[config.mk]
export PLATFORM = sky130hd
export DESIGN_NAME = msf_ctrl
export DESIGN_NICKNAME = d
export VERILOG_FILES = /design/src/hdl/msf_pkg.sv /design/src/hdl/msf_ctrl.sv
export SDC_FILE = /design/constraint.sdc
export NUM_CORES = 1
export LEC_CHECK = 0
export BUFFER_PORTS_ARGS = -buffer_cell sky130_fd_sc_hd__buf_2
export CAP_MARGIN = 5
export CORE_UTILIZATION = 35
export DETAILED_ROUTE_END_ITERATION = 12
export SLEW_MARGIN = 5
export SYNTH_ARGS = -nofsm -noshare
export SYNTH_HDL_FRONTEND = slang
export SYNTH_SLANG_ARGS = --single-unit
export TNS_END_PERCENT = 20
[constraint.sdc]
create_clock -name clk -period 5.67 [get_ports clk]
set_clock_uncertainty 0.2 [all_clocks]
set_input_delay 0.2835 -clock clk [delete_from_list [all_inputs] [get_ports clk]]
set_output_delay 0.2835 -clock clk [all_outputs]
set_load 0.03 [all_outputs]
[src/hdl/msf_pkg.sv]
// Shared types, constants and mask helpers for the monochrome span fill unit.
package msf_pkg;

	localparam int FRAME_BYTES_DEF = 4096;
	localparam int CFG_W           = 7;
	localparam int CFG_IDX_W       = 2;
	localparam int PROD_W          = 2 * CFG_W;
	localparam int MIN_SUM_W       = PROD_W + 1;

	localparam logic [CFG_IDX_W-1:0] REG_ROW_BYTES = CFG_IDX_W'(0);
	localparam logic [CFG_IDX_W-1:0] REG_ROW_COUNT = CFG_IDX_W'(1);

	localparam logic [CFG_W-1:0] ROW_BYTES_RST = CFG_W'(2);
	localparam logic [CFG_W-1:0] ROW_COUNT_RST = CFG_W'(4);

	localparam logic OP_DRAW = 1'b0;
	localparam logic OP_READ = 1'b1;

	localparam logic [7:0] BYTE_ONES = 8'hFF;

	typedef enum logic [3:0] {
		ST_CLEAR,
		ST_IDLE,
		ST_CHECK,
		ST_ADDR,
		ST_RD_WAIT,
		ST_F_RD,
		ST_F_WR,
		ST_MID,
		ST_L_WR,
		ST_FINISH
	} state_t;

	typedef struct packed {
		logic       valid;
		logic [7:0] read_byte;
		logic       bad;
	} result_t;

	// pixels from column x to the right edge of the byte (MSB is leftmost)
	function automatic logic [7:0] head_mask(input logic [2:0] x);
		head_mask = BYTE_ONES >> x;
	endfunction

	// pixels from the left edge of the byte through column x
	function automatic logic [7:0] tail_mask(input logic [2:0] x);
		tail_mask = BYTE_ONES << (3'd7 - x);
	endfunction

endpackage

[src/hdl/msf_ctrl.sv]
// Sequencer: range checks, address unit and span walk over the frame store.
module msf_ctrl #(
	parameter int FRAME_BYTES = msf_pkg::FRAME_BYTES_DEF,
	parameter int AW          = $clog2(FRAME_BYTES)
) (
	input  logic                     clk,
	input  logic                     arst_n,
	input  logic [msf_pkg::CFG_W-1:0] row_bytes,
	input  logic [msf_pkg::CFG_W-1:0] row_count,
	input  logic                     in_valid,
	output logic                     in_ready,
	input  logic                     operation,
	input  logic [8:0]               x_start,
	input  logic [8:0]               x_end,
	input  logic [5:0]               row_index,
	input  logic [11:0]              read_address,
	output msf_pkg::result_t         res,
	input  logic                     res_take,
	output logic                     mem_we,
	output logic                     mem_re,
	output logic [AW-1:0]            mem_addr,
	output logic [7:0]               mem_wdata,
	input  logic [7:0]               mem_rdata
);

	localparam int PROD_W = msf_pkg::PROD_W;
	localparam int SUM_W = (AW + 1 > msf_pkg::MIN_SUM_W) ? AW + 1 : msf_pkg::MIN_SUM_W;
	localparam logic [AW-1:0]    LAST_ADDR = AW'(FRAME_BYTES - 1);
	localparam logic [SUM_W-1:0] STORE_LIM = SUM_W'(FRAME_BYTES);

	msf_pkg::state_t state_q, state_d;

	logic                        op_q;
	logic [8:0]                  xs_q, xe_q;
	logic [5:0]                  row_q;
	logic [11:0]                 addr_q;
	logic [msf_pkg::PROD_W-1:0]  prod_q;
	logic                        bad_q;
	logic                        single_q;
	logic [7:0]                  byte_q;
	logic [AW-1:0]               ptr_q, last_q;

	logic [msf_pkg::CFG_W-1:0]   mul_b;
	logic [msf_pkg::PROD_W-1:0]  prod;
	logic                        draw_bad;
	logic [SUM_W-1:0]            first_sum, last_sum, addr_ext;
	logic                        read_ok, past_store;

	// shared multiplier: row base for a draw, screen size for a read
	assign mul_b = (op_q == msf_pkg::OP_READ) ? row_count : {1'b0, row_q};
	assign prod  = PROD_W'(row_bytes) * PROD_W'(mul_b);

	assign draw_bad = (xe_q < xs_q) || ({1'b0, xe_q} >= {row_bytes, 3'b000})
		|| ({1'b0, row_q} >= row_count);

	assign first_sum  = SUM_W'(prod_q) + SUM_W'(xs_q[8:3]);
	assign last_sum   = SUM_W'(prod_q) + SUM_W'(xe_q[8:3]);
	assign past_store = last_sum >= STORE_LIM;
	assign addr_ext   = SUM_W'(addr_q);
	assign read_ok    = (addr_ext < SUM_W'(prod_q)) && (addr_ext < STORE_LIM);

	always_ff @(posedge clk or negedge arst_n) begin
		if (!arst_n) begin
			state_q <= msf_pkg::ST_CLEAR;
			ptr_q   <= '0;
		end else begin
			state_q <= state_d;
			case (state_q)
				msf_pkg::ST_CLEAR: ptr_q <= ptr_q + AW'(1);
				msf_pkg::ST_ADDR:  ptr_q <= AW'(first_sum);
				msf_pkg::ST_F_WR:  ptr_q <= ptr_q + AW'(1);
				msf_pkg::ST_MID: begin
					if (ptr_q != last_q) begin
						ptr_q <= ptr_q + AW'(1);
					end
				end
				default: ;
			endcase
		end
	end

	always_ff @(posedge clk) begin
		case (state_q)
			msf_pkg::ST_IDLE: begin
				op_q   <= operation;
				xs_q   <= x_start;
				xe_q   <= x_end;
				row_q  <= row_index;
				addr_q <= read_address;
			end
			msf_pkg::ST_CHECK: begin
				prod_q <= prod;
				byte_q <= '0;
				bad_q  <= (op_q == msf_pkg::OP_DRAW) && draw_bad;
			end
			msf_pkg::ST_ADDR: begin
				last_q   <= AW'(last_sum);
				single_q <= first_sum == last_sum;
				if (op_q == msf_pkg::OP_READ) begin
					bad_q <= !read_ok;
				end else begin
					bad_q <= bad_q || past_store;
				end
			end
			msf_pkg::ST_RD_WAIT: byte_q <= mem_rdata;
			default: ;
		endcase
	end

	always_comb begin
		state_d       = state_q;
		in_ready      = 1'b0;
		mem_we        = 1'b0;
		mem_re        = 1'b0;
		mem_addr      = ptr_q;
		mem_wdata     = '0;
		res.valid     = 1'b0;
		res.read_byte = byte_q;
		res.bad       = bad_q;
		case (state_q)
			msf_pkg::ST_CLEAR: begin
				mem_we = 1'b1;
				if (ptr_q == LAST_ADDR) begin
					state_d = msf_pkg::ST_IDLE;
				end
			end
			msf_pkg::ST_IDLE: begin
				in_ready = 1'b1;
				if (in_valid) begin
					state_d = msf_pkg::ST_CHECK;
				end
			end
			msf_pkg::ST_CHECK: state_d = msf_pkg::ST_ADDR;
			msf_pkg::ST_ADDR: begin
				if (op_q == msf_pkg::OP_READ) begin
					if (read_ok) begin
						mem_re   = 1'b1;
						mem_addr = AW'(addr_ext);
						state_d  = msf_pkg::ST_RD_WAIT;
					end else begin
						state_d = msf_pkg::ST_FINISH;
					end
				end else if (bad_q || past_store) begin
					state_d = msf_pkg::ST_FINISH;
				end else begin
					state_d = msf_pkg::ST_F_RD;
				end
			end
			msf_pkg::ST_RD_WAIT: state_d = msf_pkg::ST_FINISH;
			msf_pkg::ST_F_RD: begin
				mem_re  = 1'b1;
				state_d = msf_pkg::ST_F_WR;
			end
			msf_pkg::ST_F_WR: begin
				mem_we    = 1'b1;
				mem_wdata = mem_rdata | (msf_pkg::head_mask(xs_q[2:0])
					& (single_q ? msf_pkg::tail_mask(xe_q[2:0]) : msf_pkg::BYTE_ONES));
				state_d   = single_q ? msf_pkg::ST_FINISH : msf_pkg::ST_MID;
			end
			msf_pkg::ST_MID: begin
				if (ptr_q == last_q) begin
					mem_re  = 1'b1;
					state_d = msf_pkg::ST_L_WR;
				end else begin
					mem_we    = 1'b1;
					mem_wdata = msf_pkg::BYTE_ONES;
				end
			end
			msf_pkg::ST_L_WR: begin
				mem_we    = 1'b1;
				mem_wdata = mem_rdata | msf_pkg::tail_mask(xe_q[2:0]);
				state_d   = msf_pkg::ST_FINISH;
			end
			msf_pkg::ST_FINISH: begin
				res.valid = 1'b1;
				if (res_take) begin
					state_d = msf_pkg::ST_IDLE;
				end
			end
			default: state_d = msf_pkg::ST_IDLE;
		endcase
	end

endmodule

==> qor.csv, run 1 <==
stage;metric;value;unit
detailed_routing;via count;5497;
clock_network;CTS Root Cell;clkbuf_16;
detailed_routing;Top Metal Used;met4;
final_layout;share of layout cells above drive strength 1;17.4;%
global_routing;initial antenna violation count;0;
synth;post-synthesis register bit count;89;
detailed_routing;drt first pass iters;5;
clock_network;CTS Buf Count;9;
detailed_routing;DRC Markers;0;
clock_network;CTS tree;yes;
synth;post-synthesis sequential area ratio;36.7;%
final_layout;commonest non-fill, non-tap cell in the layout;buf_2;
job;Max-cap violations;0;
place;post-DP HPWL;13400;um
clock_network;sinks on the clock net;89;
detailed_routing;Met2 Wirelength;8170;um
sta;max-slew violations;0;
final_layout;most frequent cells in the layout;buf_2, ha_1, edfxtp_1, nor2_1, inv_1;
sta;post-route clock period utilization;92.1;%
place;IO Port Bufs;95;
global_routing;grt ovf;0;
final_layout;FILL cells;1973;
synth;Async S/R FF share, synth;18.0;%
sta;max_slew headroom;31.2;%
detailed_routing;routed wire length;16700;um
global_routing;first-pass GRT wire length;26800;um
die;Initial Util;36.0;%
final_layout;synthesis-to-layout area growth;19.9;%
final_layout;Register Area;2590;um2
synth;Synth Net Count;863;
power_and_ir_drop;total power;5.24;mW
min_path;WHS Path Cells;2;
detailed_routing;met3 WL post-DR;591;um
setup_path;Crit. End Element;flip-flop;
place;Final GP Congestion;0.853;
setup_path;crit path max fanout;15;
final_layout;antenna cell count;0;
sta;Setup Viol. Count Final;0;
power_and_ir_drop;Cell Pwr Density;618;nW/um2
synth;synth unique cells;64;
final_layout;design area;8480;um2
die;die area;20800;um2
global_routing;Tot GR Track Use;17.0;%
synth;Yosys top cell area share;31.0;%
die;Cell Rows;51;
setup_path;Startpoint Class;flip-flop;
sta;final setup TNS;0;ps
sta;Slew @ Worst Pin;1030;ps
detailed_routing;Antenna Nets Post-Route;0;
sta;Hold Fails Final Rpt;0;
synth;EDFF count, synth;73;
synth;ys flop type;edfxtp_1;
final_layout;area of the multi-input gates;4150;um2
setup_path;Required @ worst endpoint;5560;ps
setup_path;Setup CP Type;flip-flop to flip-flop;
synth;top post-synthesis cells by area;edfxtp_1, ha_1, fa_1;
setup_path;R2R depth;16;
global_routing;vias in the first global route;5270;
sta;Final Critical Period;5220;ps
die;Die Y-Extent;144;um
setup_path;CP arrival;5110;ps
synth;Mean Syn Cell Area;10.1;um2
global_routing;largest net degree at the start of global routing;26;
die;# IOs;96;
final_layout;Nets;997;
detailed_routing;M1 WL;7720;um
die;core area;19700;um2
place;DP Area;7820;um2
clock_network;clock slew at reported path FFs;70;ps
clock_network;H-Tree Level Count;3;
sta;Max Clk Rate;0.192;GHz
sta;setup repair after global routing missed its margin;false;
die;Die Wd;144;um
synth;Syn Std Cell Area;7070;um2
power_and_ir_drop;Static Leakage;3.76;nW
power_and_ir_drop;Max IR drop VDD;0.194;mV
synth;leading area contributor after synthesis;edfxtp_1;
min_path;Hold Crit Class;primary input to flip-flop;
status;outcome;complete, no violations;
detailed_routing;post-detailed-route wirelength per cell;15.1;um
clock_network;CTS max path bufs;2;
clock_network;Worst-Skew Late Latency;350;ps
detailed_routing;initial drt markers;257;
synth;YS warnings;0;
synth;Syn Inst Count;698;
detailed_routing;detail-routed via count per cell;4.99;
[area by class of cell]
cell class	count	share of cell area (%)
Clock buffer	10	2.70
Clock inverter	6	0.502
Inverter	61	2.70
Multi-Input combinational cell	532	49.0
Sequential cell	89	30.6
Tap cell	265	3.91
Timing Repair Buffer	139	10.6
[through the flow]
stage / setup slack [ps] / hold WS (ps) / utilization [%] / cells
6_report: 449 / 20.6 / 43.1 / 1102
5_1_grt: 218 / 9.61 / 43.1 / 1102
4_1_cts: 454 / 10.7 / 43.1 / 1102
3_3_place_gp: 576 / 32.8 / 39.8 / 1048
3_5_place_dp: 480 / 40.4 / 39.8 / 1048
2_1_floorplan: 765 / -212 / - / 698
[synth_stat cells (all sizes together) (4+ instances only)]
master and count:
fa 26, o22a 5, xor2 20, a211oi 8, dfrtp 16, nor2 72, mux2 14, clkbuf 4
ha 76, nor3 18, a21oi 45, buf 12, nand4 7, nor2b 11, and3 13, or2 5
mux2i 8, o21a 5, a21o 9, o21ai 37, nor4 5, edfxtp 73, xnor2 29, nand2b 6
or3 4, and2 14, nand2 34, nand3 17, o22ai 7, inv 61, a31oi 4
[worst max-delay path, stage by stage (launching register included)]
cell and delay [ps]:
edfxtp_1 690, mux2_2 440, nand2_1 100, fa_1 450, fa_1 540, inv_1 50, fa_1 520, inv_1 50
fa_1 530, inv_1 40, ha_1 320, o21a_1 210, o21ai_0 140, a22oi_1 140, a211oi_1 270, o21bai_1 110
xnor2_1 130
[cell families after synthesis]
family,Yosys count,share of synthesized area [%]
compound gates,145,13.1
xor+xnor,49,6.07
fa+ha+maj,102,20.8
buf+inv,77,4.67
flops,89,36.7
mux,22,3.36
simple gates,214,15.3
[final timing paths]
| kind | to | slack, ps | from |
|---|---|---|---|
| worst max-delay path | prod_q[13]$_DFFE_PP_ | 450 | op_q$_DFFE_PP_ |
| worst min-delay path | byte_q[1]$_SDFFCE_PN0P_ | 20 | mem_rdata[1] |
| worst max register to register | prod_q[13]$_DFFE_PP_ | 450 | op_q$_DFFE_PP_ |
| worst min register to register | ptr_q[10]$_DFFE_PN0P_ | 400 | ptr_q[10]$_DFFE_PN0P_ |
| max in group asynchronous | state_q[0]$_DFFE_PN0P_ | 4790 | arst_n |
| min in group asynchronous | ptr_q[9]$_DFFE_PN0P_ | 180 | arst_n |
[where the power goes]
group          switching, mW  internal (mW)
logic                   1.88           1.37
clock network          0.262          0.297
registers              0.314           1.12
total                   2.46           2.79
[sequential cells by signal, indices dropped and copies added, names as in the netlist]
signal and count:
prod_q 14, addr_q 12, last_q 12, ptr_q 12
xe_q 9, xs_q 9, byte_q 8, row_q 6
state_q 4, bad_q 1, op_q 1, single_q 1
[routing by layer]
metal / up-vias / global-route usage (%)
met2: 119 / 28.7
li1: 2770 / -
met3: 12 / 3.11
met1: 2596 / 22.0
met4: 0 / 5.10
met5: - / 0
[repair_timing]
| action | in CTS | in global routing |
|---|---|---|
| endpoints found under the hold margin | 53 | 0 |
| endpoints found under the setup margin | 0 | 0 |
| hold buffers | 38 | 0 |
| resized for setup | 0 | 0 |
| buffers inserted | 0 | 0 |
(Power assumes the default switching activity.)
==> inputs of run 2 (changes only) <==
--- a/config.mk
+++ b/config.mk
@@ -7,9 +7,9 @@
 export LEC_CHECK = 0
 export BUFFER_PORTS_ARGS = -buffer_cell sky130_fd_sc_hd__buf_2
 export CAP_MARGIN = 5
-export CORE_UTILIZATION = 35
+export CORE_UTILIZATION = 45
 export DETAILED_ROUTE_END_ITERATION = 12
-export SLEW_MARGIN = 5
+export SLEW_MARGIN = 30
 export SYNTH_ARGS = -nofsm -noshare
 export SYNTH_HDL_FRONTEND = slang
 export SYNTH_SLANG_ARGS = --single-unit
==> run 2 against run 1 <==
  * Via count rose by 3.3%
  * Final cell count decreased by 4.8%
  * Routed wire length is 4.0% higher
  * Combinational power hardly changed
  * Critical path type unchanged
  * Largest power group unchanged
  * Highest routed layer unchanged
==> qor.csv, run 2 (synthesized netlist as in run 1, its figures left out) <==
stage;metric;value;unit;change
status;outcome;complete, no violations;;unchanged
die;# IOs;96;;unchanged
die;core area;15300;um2;was 19700 um2
global_routing;first-pass GRT wire length;27700;um;was 26800 um
sta;setup repair after global routing missed its margin;false;;unchanged
final_layout;commonest non-fill, non-tap cell in the layout;buf_2;;unchanged
setup_path;stages on the worst setup path;16;;unchanged
place;post-DP HPWL;13800;um;was 13400 um
final_layout;share of layout cells above drive strength 1;17.7;%;was 17.4%
setup_path;critical path's largest stage delay;690;ps;about the same
sta;Setup Viol. Count Final;0;;unchanged
setup_path;worst path bufs/invs;3;;unchanged
final_layout;Biggest register;prod_q;;unchanged
sta;Hold WS;27.9;ps;was 20.6 ps
clock_network;CTS Root Cell;clkbuf_16;;unchanged
clock_network;CTS max path bufs;2;;unchanged
die;Die Wd;127;um;was 144 um
detailed_routing;initial drt markers;349;;was 257
setup_path;Setup CP Type;flip-flop to flip-flop;;unchanged
clock_network;CTS Buf Count;9;;unchanged
sta;Slew @ Worst Pin;704;ps;was 1030 ps
min_path;WHS Path Cells;2;;unchanged
setup_path;Required @ worst endpoint;5560;ps;about the same
die;Die Y-Extent;127;um;was 144 um
setup_path;CP arrival;5090;ps;was 5110 ps
sta;max-slew violations;0;;unchanged
setup_path;RR Startpoint;op_q$_DFFE_PP_;;unchanged
final_layout;max reg flops;14;;unchanged
detailed_routing;post-detailed-route wirelength per cell;16.5;um;was 15.1 um
power_and_ir_drop;Max IR drop VDD;0.295;mV;was 0.194 mV
setup_path;R2R depth;16;;unchanged
global_routing;Tot GR Track Use;22.1;%;was 17.0%
min_path;worst hold endpoint;byte_q[5]$_SDFFCE_PN0P_;;was byte_q[1]$_SDFFCE_PN0P_
place;DP Area;7760;um2;was 7820 um2
setup_path;CP most frequent cell;fa_1;;unchanged
clock_network;post-CTS sizing;0;;unchanged
min_path;hold_sp;mem_rdata[5];;was mem_rdata[1]
detailed_routing;routed wire length;17300;um;was 16700 um
sta;final setup TNS;0;ps;unchanged
sta;post-route clock period utilization;91.6;%;was 92.1%
global_routing;largest net degree at the start of global routing;39;;was 26
sta;Final Critical Period;5200;ps;was 5220 ps
final_layout;FILL cells;1383;;was 1973
place;IO Port Bufs;95;;unchanged
job;Max-cap violations;0;;unchanged
die;Initial Util;46.3;%;was 36.0%
clock_network;H-Tree Level Count;3;;unchanged
sta;Hold Fails Final Rpt;0;;unchanged
setup_path;Startpoint Class;flip-flop;;unchanged
setup_path;R2R setup slack;470;ps;was 450 ps
final_layout;antenna cell count;0;;unchanged
detailed_routing;drt first pass iters;7;;was 5
final_layout;most frequent cells in the layout;buf_2, ha_1, edfxtp_1, nor2_1, inv_1;;unchanged
sta;Max Clk Rate;0.192;GHz;about the same
clock_network;clock slew at reported path FFs;70;ps;about the same
global_routing;vias in the first global route;5645;;was 5270
sta;Setup WS post-layout;475;ps;was 449 ps
power_and_ir_drop;Static Leakage;3.80;nW;was 3.76 nW
clock_network;Worst-Skew Late Latency;350;ps;about the same
clock_network;Post-CTS Setup Inserts;0;;unchanged
detailed_routing;detail-routed via count per cell;5.41;;was 4.99
detailed_routing;DRC Markers;0;;unchanged
setup_path;slowest CP cell;edfxtp_1;;unchanged
setup_path;crit path max fanout;15;;unchanged
die;die area;16200;um2;was 20800 um2
setup_path;Crit path max-delay family;adder cells;;unchanged
global_routing;grt ovf;0;;unchanged
final_layout;Nets;998;;was 997
clock_network;CTS tree;yes;;unchanged
clock_network;sinks on the clock net;89;;unchanged
final_layout;design area;8470;um2;was 8480 um2
global_routing;initial antenna violation count;0;;unchanged
detailed_routing;Antenna Nets Post-Route;0;;unchanged
sta;max_slew headroom;53.1;%;was 31.2%
setup_path;Crit. End Element;flip-flop;;unchanged
final_layout;synthesis-to-layout area growth;19.9;%;about the same
place;pre-CTS setup slack;468;ps;was 480 ps
die;Cell Rows;45;;was 51
detailed_routing;via count;5678;;was 5497
min_path;Hold Crit Class;primary input to flip-flop;;unchanged
power_and_ir_drop;Cell Pwr Density;634;nW/um2;was 618 nW/um2
power_and_ir_drop;total power;5.37;mW;was 5.24 mW
setup_path;reg-to-reg endpoint;prod_q[13]$_DFFE_PP_;;unchanged
place;Final GP Congestion;0.892;;was 0.853
setup_path;critical-path cell list;mux2_2 > nand2_1 > fa_1 > fa_1 > inv_1 > fa_1 > inv_1 > fa_1 > inv_1 > ha_1 > o21a_1 > o21ai_0 > a22oi_1 > a211oi_1 > o21bai_1 > xnor2_1;;unchanged
==> run 2: changes by cell type in the layout (fill, tap and decap cells not counted) <==
cell | before | now
clkinvlp_4 | 4 | 1
bufinv_16 | 0 | 2
and2_2 | 1 | 0
and2_4 | 0 | 1
buf_4 | 6 | 7
clkbuf_1 | 1 | 0
clkinv_2 | 0 | 1
clkinv_4 | 0 | 1
nor3_2 | 1 | 0
nor3_4 | 0 | 1
==> run 2: metal layers <==
layer / routed length, um / GRT usage (%)
met1: 7630 / 27.4
met2: 8750 / 39.3
met3: 616 / 3.48
met4: 329 / 7.28
met5: 0 / 0
==> run 2: through the flow <==
stage	utilization, %	cells
2_1_floorplan	-	698
5_1_grt	55.5	1049
3_3_place_gp	50.8	994
6_report	55.5	1049
3_5_place_dp	50.9	994
4_1_cts	55.5	1048
==> run 2: worst max-delay path by stage <==
| stage | from | endpoint | slack (ps) |
|---|---|---|---|
| after global placement | op_q$_DFFE_PP_ | prod_q[13]$_DFFE_PP_ | 590 |
| after CTS | op_q$_DFFE_PP_ | prod_q[13]$_DFFE_PP_ | 460 |
| after detailed placement | op_q$_DFFE_PP_ | prod_q[13]$_DFFE_PP_ | 470 |
| final | op_q$_DFFE_PP_ | prod_q[13]$_DFFE_PP_ | 470 |
| after floorplan | op_q$_DFFE_PP_ | prod_q[13]$_DFFE_PP_ | 770 |
| after global routing | op_q$_DFFE_PP_ | prod_q[13]$_DFFE_PP_ | 160 |
==> run 2: timing repair <==
item	in CTS	in global routing
endpoints found under the hold margin	53	0
hold buffers	38	0
endpoints found under the setup margin	0	0
==> run 2: layout make-up <==
cell class	instances	area, um2	share of cell area (%)
Clock buffer	9	225	2.66
Clock inverter	7	93.8	1.11
Inverter	61	229	2.70
Multi-Input combinational cell	532	4160	49.1
Sequential cell	89	2590	30.6
Tap cell	211	264	3.12
Timing Repair Buffer	140	908	10.7
==> run 2: worst reg2reg max path: cells and delay by family, from the launching register on <==
kind            cells  cell delay, ps
xor+xnor            1             130
flops               1             690
mux                 1             440
compound gates      5             860
buf+inv             3             150
simple gates        1             110
fa+ha+maj           5            2360
==> run 2: power breakdown <==
group	internal [mW]	switching (mW)	leakage, nW
clock network	0.386	0.260	0.153
registers	1.12	0.325	0.875
logic	1.37	1.91	2.77
total	2.88	2.49	3.80
